File: config.mk
export PLATFORM = sky130hd
export DESIGN_NAME = pcd_queue
export DESIGN_NICKNAME = d
export VERILOG_FILES = /design/src/hw/rtl/pcd_pkg.sv /design/src/hw/rtl/pcd_queue.sv
export SDC_FILE = /design/constraint.sdc
export NUM_CORES = 1
export LEC_CHECK = 0
export ABC_AREA = 1
export BUFFER_PORTS_ARGS = -buffer_cell sky130_fd_sc_hd__buf_4
export CAP_MARGIN = 40
export CORE_ASPECT_RATIO = 0.8
export CORE_MARGIN = 2
export CORE_UTILIZATION = 49
export DETAILED_ROUTE_END_ITERATION = 10
export GPL_ROUTABILITY_DRIVEN = 0
export PLACE_DENSITY = 0.75
export SLEW_MARGIN = 10
export SYNTH_ARGS = -nofsm -noshare
export SYNTH_HDL_FRONTEND = slang
export SYNTH_SLANG_ARGS = --single-unit
File: constraint.sdc
create_clock -name clock -period 14.38 [get_ports clock]
set_input_delay 0 -clock clock [delete_from_list [all_inputs] [get_ports clock]]
set_output_delay 0 -clock clock [all_outputs]
set_load 0.02 [all_outputs]
File: src/hw/rtl/pcd_pkg.sv
package pcd_pkg;

   localparam int CORDIC_STEPS = 16;
   localparam int CORDIC_RUN   = (CORDIC_STEPS < 24) ? CORDIC_STEPS : 24;

   localparam int OPW  = 35;
   localparam int XW   = 54;
   localparam int ZW   = 35;
   localparam int ACCW = 63;

   localparam logic signed [ZW-1:0] PI_Q30     = 35'sd3373259426;
   localparam logic signed [17:0]   PI_Q13     = 18'sd25736;
   localparam logic signed [17:0]   TWO_PI_Q13 = 18'sd51472;

   typedef enum logic [2:0] {
      CSR_HEADING_GAIN_P = 3'd0,
      CSR_HEADING_GAIN_D = 3'd1,
      CSR_SPEED_GAIN_P   = 3'd2,
      CSR_SPEED_GAIN_D   = 3'd3,
      CSR_LOOP_RATE      = 3'd4,
      CSR_STANDOFF       = 3'd5
   } csr_index_type;

   typedef struct packed {
      logic signed [OPW-1:0] num;
      logic signed [OPW-1:0] den;
      logic signed [32:0]    dx;
      logic signed [32:0]    dy;
   } job_type;

   typedef struct packed {
      logic [15:0] heading_gain_p;
      logic [15:0] heading_gain_d;
      logic [15:0] speed_gain_p;
      logic [15:0] speed_gain_d;
      logic [9:0]  loop_rate_hz;
      logic [23:0] standoff_distance;
   } cfg_type;

   function automatic logic [29:0] atan_q30(input logic [4:0] i);
      logic [29:0] v;
      case (i)
         5'd0:  v = 30'h3243F6A8;
         5'd1:  v = 30'h1DAC6705;
         5'd2:  v = 30'h0FADBAFC;
         5'd3:  v = 30'h07F56EA6;
         5'd4:  v = 30'h03FEAB76;
         5'd5:  v = 30'h01FFD55B;
         5'd6:  v = 30'h00FFFAAA;
         5'd7:  v = 30'h007FFF55;
         5'd8:  v = 30'h003FFFEA;
         5'd9:  v = 30'h001FFFFD;
         5'd10: v = 30'h000FFFFF;
         5'd11: v = 30'h0007FFFF;
         5'd12: v = 30'h0003FFFF;
         5'd13: v = 30'h0001FFFF;
         5'd14: v = 30'h0000FFFF;
         5'd15: v = 30'h00007FFF;
         5'd16: v = 30'h00003FFF;
         5'd17: v = 30'h00001FFF;
         5'd18: v = 30'h00000FFF;
         5'd19: v = 30'h000007FF;
         5'd20: v = 30'h000003FF;
         5'd21: v = 30'h000001FF;
         5'd22: v = 30'h000000FF;
         5'd23: v = 30'h0000007F;
         default: v = 30'h0;
      endcase
      return v;
   endfunction

   function automatic logic signed [31:0] sat32(input logic signed [ACCW-1:0] v);
      logic signed [31:0] r;
      if (v > $signed({{(ACCW-31){1'b0}}, 31'h7FFFFFFF})) begin
         r = 32'sh7FFFFFFF;
      end else if (v < $signed({{(ACCW-31){1'b1}}, 31'h0})) begin
         r = 32'sh80000000;
      end else begin
         r = v[31:0];
      end
      return r;
   endfunction

endpackage

File: src/hw/rtl/pcd_queue.sv
module pcd_queue (
   input  logic             clock,
   input  logic             reset,
   input  logic             push,
   output logic             full,
   input  pcd_pkg::job_type wdata,
   input  logic             pop,
   output logic             empty,
   output pcd_pkg::job_type rdata
);

   pcd_pkg::job_type entry_ff [2];
   logic             wr_ptr_ff, rd_ptr_ff;
   logic [1:0]       count_ff;
   logic             do_push, do_pop;

   assign full    = (count_ff == 2'd2);
   assign empty   = (count_ff == 2'd0);
   assign rdata   = entry_ff[rd_ptr_ff];
   assign do_push = push && !full;
   assign do_pop  = pop && !empty;

   always_ff @(posedge clock) begin
      if (reset) begin
         wr_ptr_ff <= 1'b0;
         rd_ptr_ff <= 1'b0;
         count_ff  <= 2'd0;
      end else begin
         if (do_push) wr_ptr_ff <= !wr_ptr_ff;
         if (do_pop)  rd_ptr_ff <= !rd_ptr_ff;
         count_ff <= count_ff + {1'b0, do_push} - {1'b0, do_pop};
      end
      if (do_push) entry_ff[wr_ptr_ff] <= wdata;
   end

endmodule

==> impl_metrics.ini <==
[pwr]
powerDensity_nw_per_um2 = 164
p_leak_nw = 5.71
peakVddDrop_uv = 136

[logic_synthesis]
synth_seq_cells = 277
synth_area_leaders = edfxtp_1 80%, mux2_2 11%, mux2_4 5.9%
netlist_top_cells_count = 272 x edfxtp_1, 96 x mux2_2, 40 x mux2_4
synthCells = 462
async_flop_share_pct = 0
yosys.area.top_type = edfxtp_1
synth_area_um2 = 10200
synth_cell_types = 12
synth-seq-area-share_pct = 81.0
syn-num-nets = 604
avgSynthCellArea_um2 = 22.1
yosysMostFrequentCell = edfxtp_1
synth_warnings = 0
synth_edf_count = 272
synth-main-ff-cell = edfxtp_1
synth.top_cell.area_share_pct = 80.0

[worst_hold_path]
hp-start = wdata[29]
hold_class = input port to register

[clock_network]
cts_max_level = 1
clkTransAtPathRegs_ns = 0.06
ctsHoldBuffers = 139
clk_latency_ns = 0.52
clk_path_buf_depth = 3
cts_setup_buffers = 0
cts_tree = built
cts_resized = 0
cts_sinks = 277
root_buffer = clkbuf_16
cts_inserted_buffers = 27

[job]
cap_violations = 0

[detailed_routing]
ant_nets = 0
via_per_inst = 4.93
vias = 5861
drc = 0
wl_per_cell_um = 18.9
drt_pass1_iterations = 4
drt-total-wl_um = 22500
dr.first_iter.drc_count = 370

[sta]
final_hold_viol_count = 0
rsz0062_at_grt = no
period_share_pct = 19.1
relSlewSlack_pct = 56.5
worst_pin_slew_ns = 0.652
hold_ws_ns = 0.192
timing.setup.tns_ns = 0
period_minus_slack_ns = 2.74
skew_ns = 0.0184
fmax_ghz = 0.365
slew_violations = 0
finalSetupViolCount = 0

[finish]
diodes = 0
drive_gt1_share_pct = 50.0
syn_to_final_growth_pct = 45.6
final_core_util_pct = 72.2
final_cell_area_um2 = 14900
fillers = 1216
fin_nets = 1043

[worst_setup_path]
cp.required_ns = 14.38
start_kind = register
path_class = register to primary output
r2r_start = count_ff[0]$_SDFF_PP0_
cp_max_fo = 60
critPathArrivalTime_ns = 2.74
critPathCaptureType = primary output

[die]
core_area_um2 = 20600
die_h_um = 133
num_io_pins = 278
rows = 47
dieArea_um2 = 22000
start_util_pct = 49.6
die_x_um = 165

[grt]
grt_pass1_vias = 6450
track_usage_pct = 19.8
antenna_found_initial = 0
grt_max_degree = 68
grt_first_pass_wirelength_um = 33500
grt-ovfl-total = 0

[placement]
io_buffers = 277
place_hpwl_um = 13900
placed_area_um2 = 12700

[run_status]
status = finished, final reports clean
-- layout make-up --
class                   count  area (um2)  area share [%]
inverters                  10        42.5           0.286
multi-input cells         160        1800            12.1
well taps                 269         337            2.26
flip-flops and latches    277        8270            55.6
repair buffers            425        3630            24.4
clock inverters            10        48.8           0.328
clock buffers              38         737            4.96
-- path summary, 6_finish.rpt --
| kind | cells past startpoint | endpoint | slack, ns |
|---|---|---|---|
| min | 2 | entry_ff[0][29]$_DFFE_PP_ | 0.19 |
| max reg2reg | 8 | entry_ff[0][135]$_DFFE_PP_ | 11.91 |
| max | 5 | rdata[93] | 11.64 |
| min reg2reg | 2 | register | 0.54 |
-- kinds of logic (layout without fill, tap and decap cells) --
group | count (synthesis) | count (layout) | synth area share (%)
buffers and inverters | 25 | 483 | 1.47
flip-flops | 277 | 277 | 81.0
adder cells (fa/ha/maj) | 2 | 2 | 0.245
multiplexers | 136 | 136 | 16.5
AND/OR/NAND/NOR | 20 | 20 | 0.772
AO/OA/AOI/OAI | 2 | 2 | 0.0980
-- layer usage --
| layer | track usage, % | routed length (um) | vias to the layer above | part of all wire (%) |
|---|---|---|---|---|
| met5 | 0 | 0 | - | 0 |
| met1 | 23.4 | 8530 | 2863 | 38 |
| met3 | 5.76 | 2070 | 47 | 9.2 |
| met4 | 5.22 | 544 | 0 | 2.4 |
| li1 | - | - | 2697 | - |
| met2 | 35.3 | 11300 | 254 | 50 |
-- where the power goes --
group          switching (mW)  internal (mW)
sequential             0.0327           1.02
clock                   0.277          0.355
combinational           0.398          0.358
-- sequential cells by signal, summed over array words and instances (netlist names), named ones only --
register and cells:
rd_ptr_ff 1, entry_ff 272, count_ff 2, wr_ptr_ff 1
-- metrics by stage --
stage | setup WS, ns | cells | power (mW)
detailed placement | 11.65 | 1001 | 1.79
floorplan | 7.54 | 462 | 1.52
CTS | 11.61 | 1188 | 2.46
global route | 11.48 | 1189 | 2.54
global placement | 11.70 | 997 | 1.76
finish | 11.64 | 1189 | 2.44
-- cell usage in the layout (no fill, tap or decap) --
cell	netlist	final
clkbuf_8	0	2
clkbuf_1	0	9
nand3_1	3	3
clkinv_1	0	4
a21oi_1	2	2
clkinv_2	0	5
clkbuf_16	0	27
dfxtp_1	5	4
mux2_2	96	96
nand2_1	8	8
nor2_1	9	8
buf_4	0	281
buf_12	0	1
mux2_4	40	40
buf_16	0	4
inv_6	0	2
ha_1	2	2
dlygate4sd3_1	0	139
nor2_4	0	1
dfxtp_4	0	1
edfxtp_1	272	272
inv_1	10	9
-- worst max-delay path, stage by stage, from the launching register on --
cell	delay [ns]
dfxtp_4	0.47
buf_16	0.30
buf_4	0.51
buf_16	0.31
mux2_2	0.39
buf_4	0.16
No activity file was read; power rests on OpenSTA's default activity.
