[src/hw/rtl/pcd_pkg.sv]
package pcd_pkg;

   localparam int CORDIC_STEPS = 16;
   localparam int CORDIC_RUN   = (CORDIC_STEPS < 24) ? CORDIC_STEPS : 24;

   localparam int OPW  = 35;
   localparam int XW   = 54;
   localparam int ZW   = 35;
   localparam int ACCW = 63;

   localparam logic signed [ZW-1:0] PI_Q30     = 35'sd3373259426;
   localparam logic signed [17:0]   PI_Q13     = 18'sd25736;
   localparam logic signed [17:0]   TWO_PI_Q13 = 18'sd51472;

   typedef enum logic [2:0] {
      CSR_HEADING_GAIN_P = 3'd0,
      CSR_HEADING_GAIN_D = 3'd1,
      CSR_SPEED_GAIN_P   = 3'd2,
      CSR_SPEED_GAIN_D   = 3'd3,
      CSR_LOOP_RATE      = 3'd4,
      CSR_STANDOFF       = 3'd5
   } csr_index_type;

   typedef struct packed {
      logic signed [OPW-1:0] num;
      logic signed [OPW-1:0] den;
      logic signed [32:0]    dx;
      logic signed [32:0]    dy;
   } job_type;

   typedef struct packed {
      logic [15:0] heading_gain_p;
      logic [15:0] heading_gain_d;
      logic [15:0] speed_gain_p;
      logic [15:0] speed_gain_d;
      logic [9:0]  loop_rate_hz;
      logic [23:0] standoff_distance;
   } cfg_type;

   function automatic logic [29:0] atan_q30(input logic [4:0] i);
      logic [29:0] v;
      case (i)
         5'd0:  v = 30'h3243F6A8;
         5'd1:  v = 30'h1DAC6705;
         5'd2:  v = 30'h0FADBAFC;
         5'd3:  v = 30'h07F56EA6;
         5'd4:  v = 30'h03FEAB76;
         5'd5:  v = 30'h01FFD55B;
         5'd6:  v = 30'h00FFFAAA;
         5'd7:  v = 30'h007FFF55;
         5'd8:  v = 30'h003FFFEA;
         5'd9:  v = 30'h001FFFFD;
         5'd10: v = 30'h000FFFFF;
         5'd11: v = 30'h0007FFFF;
         5'd12: v = 30'h0003FFFF;
         5'd13: v = 30'h0001FFFF;
         5'd14: v = 30'h0000FFFF;
         5'd15: v = 30'h00007FFF;
         5'd16: v = 30'h00003FFF;
         5'd17: v = 30'h00001FFF;
         5'd18: v = 30'h00000FFF;
         5'd19: v = 30'h000007FF;
         5'd20: v = 30'h000003FF;
         5'd21: v = 30'h000001FF;
         5'd22: v = 30'h000000FF;
         5'd23: v = 30'h0000007F;
         default: v = 30'h0;
      endcase
      return v;
   endfunction

   function automatic logic signed [31:0] sat32(input logic signed [ACCW-1:0] v);
      logic signed [31:0] r;
      if (v > $signed({{(ACCW-31){1'b0}}, 31'h7FFFFFFF})) begin
         r = 32'sh7FFFFFFF;
      end else if (v < $signed({{(ACCW-31){1'b1}}, 31'h0})) begin
         r = 32'sh80000000;
      end else begin
         r = v[31:0];
      end
      return r;
   endfunction

endpackage

[src/hw/rtl/pcd_front.sv]
module pcd_front (
   input  logic                 clock,
   input  logic                 reset,
   input  logic                 req_push,
   output logic                 req_full,
   input  logic signed [31:0]   req_tracker_x,
   input  logic signed [31:0]   req_tracker_y,
   input  logic signed [15:0]   req_quat_w,
   input  logic signed [15:0]   req_quat_x,
   input  logic signed [15:0]   req_quat_y,
   input  logic signed [15:0]   req_quat_z,
   input  logic signed [31:0]   req_goal_x,
   input  logic signed [31:0]   req_goal_y,
   output logic                 job_push,
   input  logic                 job_full,
   output pcd_pkg::job_type     job_data
);

   typedef enum logic [1:0] {ST_IDLE, ST_MUL, ST_SUM} state_type;

   state_type          state_ff, state_in;
   logic signed [15:0] qw_ff, qx_ff, qy_ff, qz_ff;
   logic signed [32:0] dx_ff, dx_in, dy_ff, dy_in;
   logic signed [31:0] p_wz_ff, p_xy_ff, p_yy_ff, p_zz_ff;
   logic signed [32:0] s_num, s_den;

   assign req_full = (state_ff != ST_IDLE);

   always_comb begin
      state_in = state_ff;
      dx_in    = dx_ff;
      dy_in    = dy_ff;
      job_push = 1'b0;
      case (state_ff)
         ST_IDLE: begin
            if (req_push) begin
               state_in = ST_MUL;
               dx_in = {req_goal_x[31], req_goal_x} - {req_tracker_x[31], req_tracker_x};
               dy_in = {req_goal_y[31], req_goal_y} - {req_tracker_y[31], req_tracker_y};
            end
         end
         ST_MUL: state_in = ST_SUM;
         ST_SUM: begin
            if (!job_full) begin
               job_push = 1'b1;
               state_in = ST_IDLE;
            end
         end
         default: state_in = ST_IDLE;
      endcase
   end

   // Products are 32-bit signed; their sums need one more bit.
   assign s_num = {p_wz_ff[31], p_wz_ff} + {p_xy_ff[31], p_xy_ff};
   assign s_den = {p_yy_ff[31], p_yy_ff} + {p_zz_ff[31], p_zz_ff};

   always_comb begin
      job_data.num = {{(pcd_pkg::OPW-34){s_num[32]}}, s_num, 1'b0};
      job_data.den = $signed(35'sd268435456)
                   - $signed({{(pcd_pkg::OPW-34){s_den[32]}}, s_den, 1'b0});
      job_data.dx  = dx_ff;
      job_data.dy  = dy_ff;
   end

   always_ff @(posedge clock) begin
      if (reset) begin
         state_ff <= ST_IDLE;
      end else begin
         state_ff <= state_in;
      end
      dx_ff <= dx_in;
      dy_ff <= dy_in;
      if (state_ff == ST_IDLE && req_push) begin
         qw_ff <= req_quat_w;
         qx_ff <= req_quat_x;
         qy_ff <= req_quat_y;
         qz_ff <= req_quat_z;
      end
      if (state_ff == ST_MUL) begin
         p_wz_ff <= qw_ff * qz_ff;
         p_xy_ff <= qx_ff * qy_ff;
         p_yy_ff <= qy_ff * qy_ff;
         p_zz_ff <= qz_ff * qz_ff;
      end
   end

endmodule

[config.mk]
export PLATFORM = sky130hd
export DESIGN_NAME = pcd_front
export DESIGN_NICKNAME = d
export VERILOG_FILES = /design/src/hw/rtl/pcd_pkg.sv /design/src/hw/rtl/pcd_front.sv
export SDC_FILE = /design/constraint.sdc
export NUM_CORES = 2
export LEC_CHECK = 0
export BUFFER_PORTS_ARGS = -buffer_cell sky130_fd_sc_hd__buf_2
export CORE_ASPECT_RATIO = 1.25
export CORE_MARGIN = 1
export CORE_UTILIZATION = 30
export DETAILED_ROUTE_END_ITERATION = 10
export PLACE_DENSITY = 0.53
export REMOVE_ABC_BUFFERS = 1
export SYNTH_ARGS = -nofsm -noshare
export SYNTH_HDL_FRONTEND = slang
export SYNTH_SLANG_ARGS = --single-unit
export TNS_END_PERCENT = 10
[constraint.sdc]
create_clock -name clock -period 10.4 [get_ports clock]
set_clock_uncertainty 0.05 [all_clocks]
set_input_delay 2.08 -clock clock [delete_from_list [all_inputs] [get_ports clock]]
set_output_delay 2.08 -clock clock [all_outputs]
set_load 0.01 [all_outputs]
==> flow_metrics.tcl <==
set metrics [dict create \
    place_hpwl_mm 115 \
    cts_setup_buffers 0 \
    synth-main-ff-cell "edfxtp_1" \
    die_x_um 374 \
    initial_core_util_pct 30.2 \
    max_clock_freq_mhz 132 \
    numPortBuffers 331 \
    synth_edf_count 256 \
    synth_common_cells "inv_1, fa_1, nand2_1, ha_1, and2_1" \
    synth_cell_types 80 \
    slowest_delay_ps 760 \
    area_growth_pct 10.4 \
    clk-insertion-delay-late_ps 600 \
    post-route-period-util_pct 72.7 \
    synth_largest_area_cell "fa_1" \
    critPathSlowestCell "edfxtp_1" \
    setup_ws_ps 2840 \
    ioPinCount 334 \
    synthTopCellsByArea "fa_1, edfxtp_1, ha_1, inv_1, and2_1" \
    reg2reg_from "qz_ff[3]$_DFFE_PP_" \
    required_ps 10650 \
    min_path_type "flop to flop" \
    cts.sink_count 258 \
    grt_setup_unrepaired "false" \
    numCtsBuffers 34 \
    rr_worst_depth 25 \
    fin_crit_ps 7560 \
    synth_top_area_share_pct 38.4 \
    cts_tree "built" \
    clk_pin_slew_ps 80 \
    fin_nets 7302 \
    maxSlewViolCount 0 \
    ys_seq_elements 258 \
    dieArea_um2 175000 \
    async_flop_share_pct 0 \
    regArea_um2 7730 \
    startpoint_type "flop" \
    avgSynthCellArea_um2 9.65 \
    pre_cts_ws_ps 2980 \
    fillers 17800 \
    cp_common_cell "fa_1" \
    detail_route.wl_per_cell_um 17.7 \
    routed-via-count 36300 \
    setup-violations-final 0 \
    syn-instance-count 5379 \
    cts_hold_buf 0 \
    status "finished clean" \
    crit_path_end "p_zz_ff[31]$_DFFE_PN_" \
    critical_path_class "flop to flop" \
    regToRegSetupSlack_ps 2840 \
    drive_gt1_share_pct 8.51 \
    yosysWarnings 0 \
    gp_congestion 0.877 \
    htree_levels 2 \
    timing.rr.end "p_zz_ff[31]$_DFFE_PN_" \
    drtIter0Drc 1624 \
    core.rowCount 170 \
    postLayoutCoreUtil_pct 33.3 \
    ant_nets 0 \
    clk_path_buf_depth 3 \
    grt_pass1_vias 40400 \
    slew-limit-headroom_pct 32.4 \
    cts_root_buf "clkbuf_16" \
    grt_overflow 0 \
    core_um2 172000 \
    arrival_ps 7820 \
    cts_resized 0 \
    grt_pass1_wl_mm 223 \
    multi_input_area_um2 38500 \
    die_h_um 467 \
    routed_wl_mm 140 \
    syn_area_um2 51900 \
    hold_viol 0 \
    crit_path_start "qz_ff[3]$_DFFE_PP_" \
    grt_usage_pct 16.4 \
    maxCapViolations 0 \
    setup.worst_path.end_class "flop" \
    dr.pass1.iters 6 \
    vias_per_cell 4.59 \
    worstMarginPinSlew_ps 1010 \
    synth_seq_area_share_pct 14.9 \
    remaining_drc_errors 0 \
    grt_max_degree 66 \
    antenna_found_initial 31 \
    yosys.cell_count.top_type "inv_1" \
    timing.hold.ws_ps 557 \
    crit_fanout 17 \
    finalSetupTns_ps 0 \
]
## registers in the layout (all words and copies together) (netlist names)
signal / flops
qz_ff: 16
state_ff: 2
p_zz_ff: 31
qw_ff: 16
p_xy_ff: 32
p_yy_ff: 31
qy_ff: 16
qx_ff: 16
dy_ff: 33
p_wz_ff: 32
dx_ff: 33
## stage by stage
step,area (µm²),cells
floorplan,51300,5231
global placement,56100,7839
detailed placement,56100,7839
CTS,57300,7901
global route,57300,7906
finish,57300,7913
## logic make-up after synthesis
logic type | count (synthesis) | synth area share [%]
muxes | 9 | 0.181
DFF | 258 | 14.9
xor gates and xnor gates | 286 | 4.83
other | 1 | 0.00722
adders and majority gates | 1467 | 49.8
and+or+nand+nor | 1265 | 12.0
AOI/OAI and AO/OA | 587 | 7.36
buffers and inverters | 1506 | 10.9
## worst min-delay path by stage
| stage | from | endpoint | slack, ps | depth (start not counted) |
|---|---|---|---|---|
| finish | state_ff[0]$_SDFFE_PP0P_ | state_ff[0]$_SDFFE_PP0P_ | 560 | 2 |
| global route | state_ff[0]$_SDFFE_PP0P_ | state_ff[0]$_SDFFE_PP0P_ | 610 | 2 |
| CTS | state_ff[0]$_SDFFE_PP0P_ | state_ff[0]$_SDFFE_PP0P_ | 560 | 2 |
| detailed placement | state_ff[0]$_SDFFE_PP0P_ | state_ff[0]$_SDFFE_PP0P_ | 540 | 2 |
| global placement | state_ff[0]$_SDFFE_PP0P_ | state_ff[0]$_SDFFE_PP0P_ | 530 | 2 |
| floorplan | state_ff[0]$_SDFFE_PP0P_ | state_ff[0]$_SDFFE_PP0P_ | 500 | 2 |
## critical path, delay by kind of cell, from the launching register on
| family | cells | cell delay [ps] |
|---|---|---|
| xor gates and xnor gates | 2 | 250 |
| AOI/OAI and AO/OA | 10 | 2170 |
| buffers and inverters | 5 | 710 |
| DFF | 1 | 760 |
| adders and majority gates | 7 | 3040 |
| and+or+nand+nor | 1 | 240 |
## cell type report
| class | count | area share (%) |
|---|---|---|
| multi-input cells | 3616 | 67.2 |
| flip-flops and latches | 258 | 13.5 |
| inverters | 1357 | 8.89 |
| well taps | 2236 | 4.88 |
| repair buffers | 372 | 3.43 |
| clock buffers | 39 | 1.55 |
| clock inverters | 23 | 0.498 |
| diodes | 12 | 0.0524 |
## placed cells by master, fill, tap and decap left out, drive strengths merged, types with 99 or more instances in the layout
cell / Yosys / layout
inv: 1357 / 1362
fa: 996 / 996
nand2: 476 / 476
ha: 471 / 471
buf: 10 / 372
and2: 347 / 347
edfxtp: 256 / 256
xnor2: 211 / 211
a21oi: 192 / 192
nor2: 186 / 186
a21o: 99 / 99
## layer usage
| metal | global-route usage, % | share of wire (%) | vias up |
|---|---|---|---|
| met5 | 0 | 0.11 | - |
| met3 | 3.00 | 5.4 | 222 |
| met2 | 29.2 | 49 | 874 |
| met4 | 6.22 | 4.1 | 24 |
| met1 | 19.7 | 41 | 18200 |
| li1 | - | - | 17000 |
Power is not shown: default switching activity piles up to over one toggle a cycle in this logic, so the estimate is an artifact.
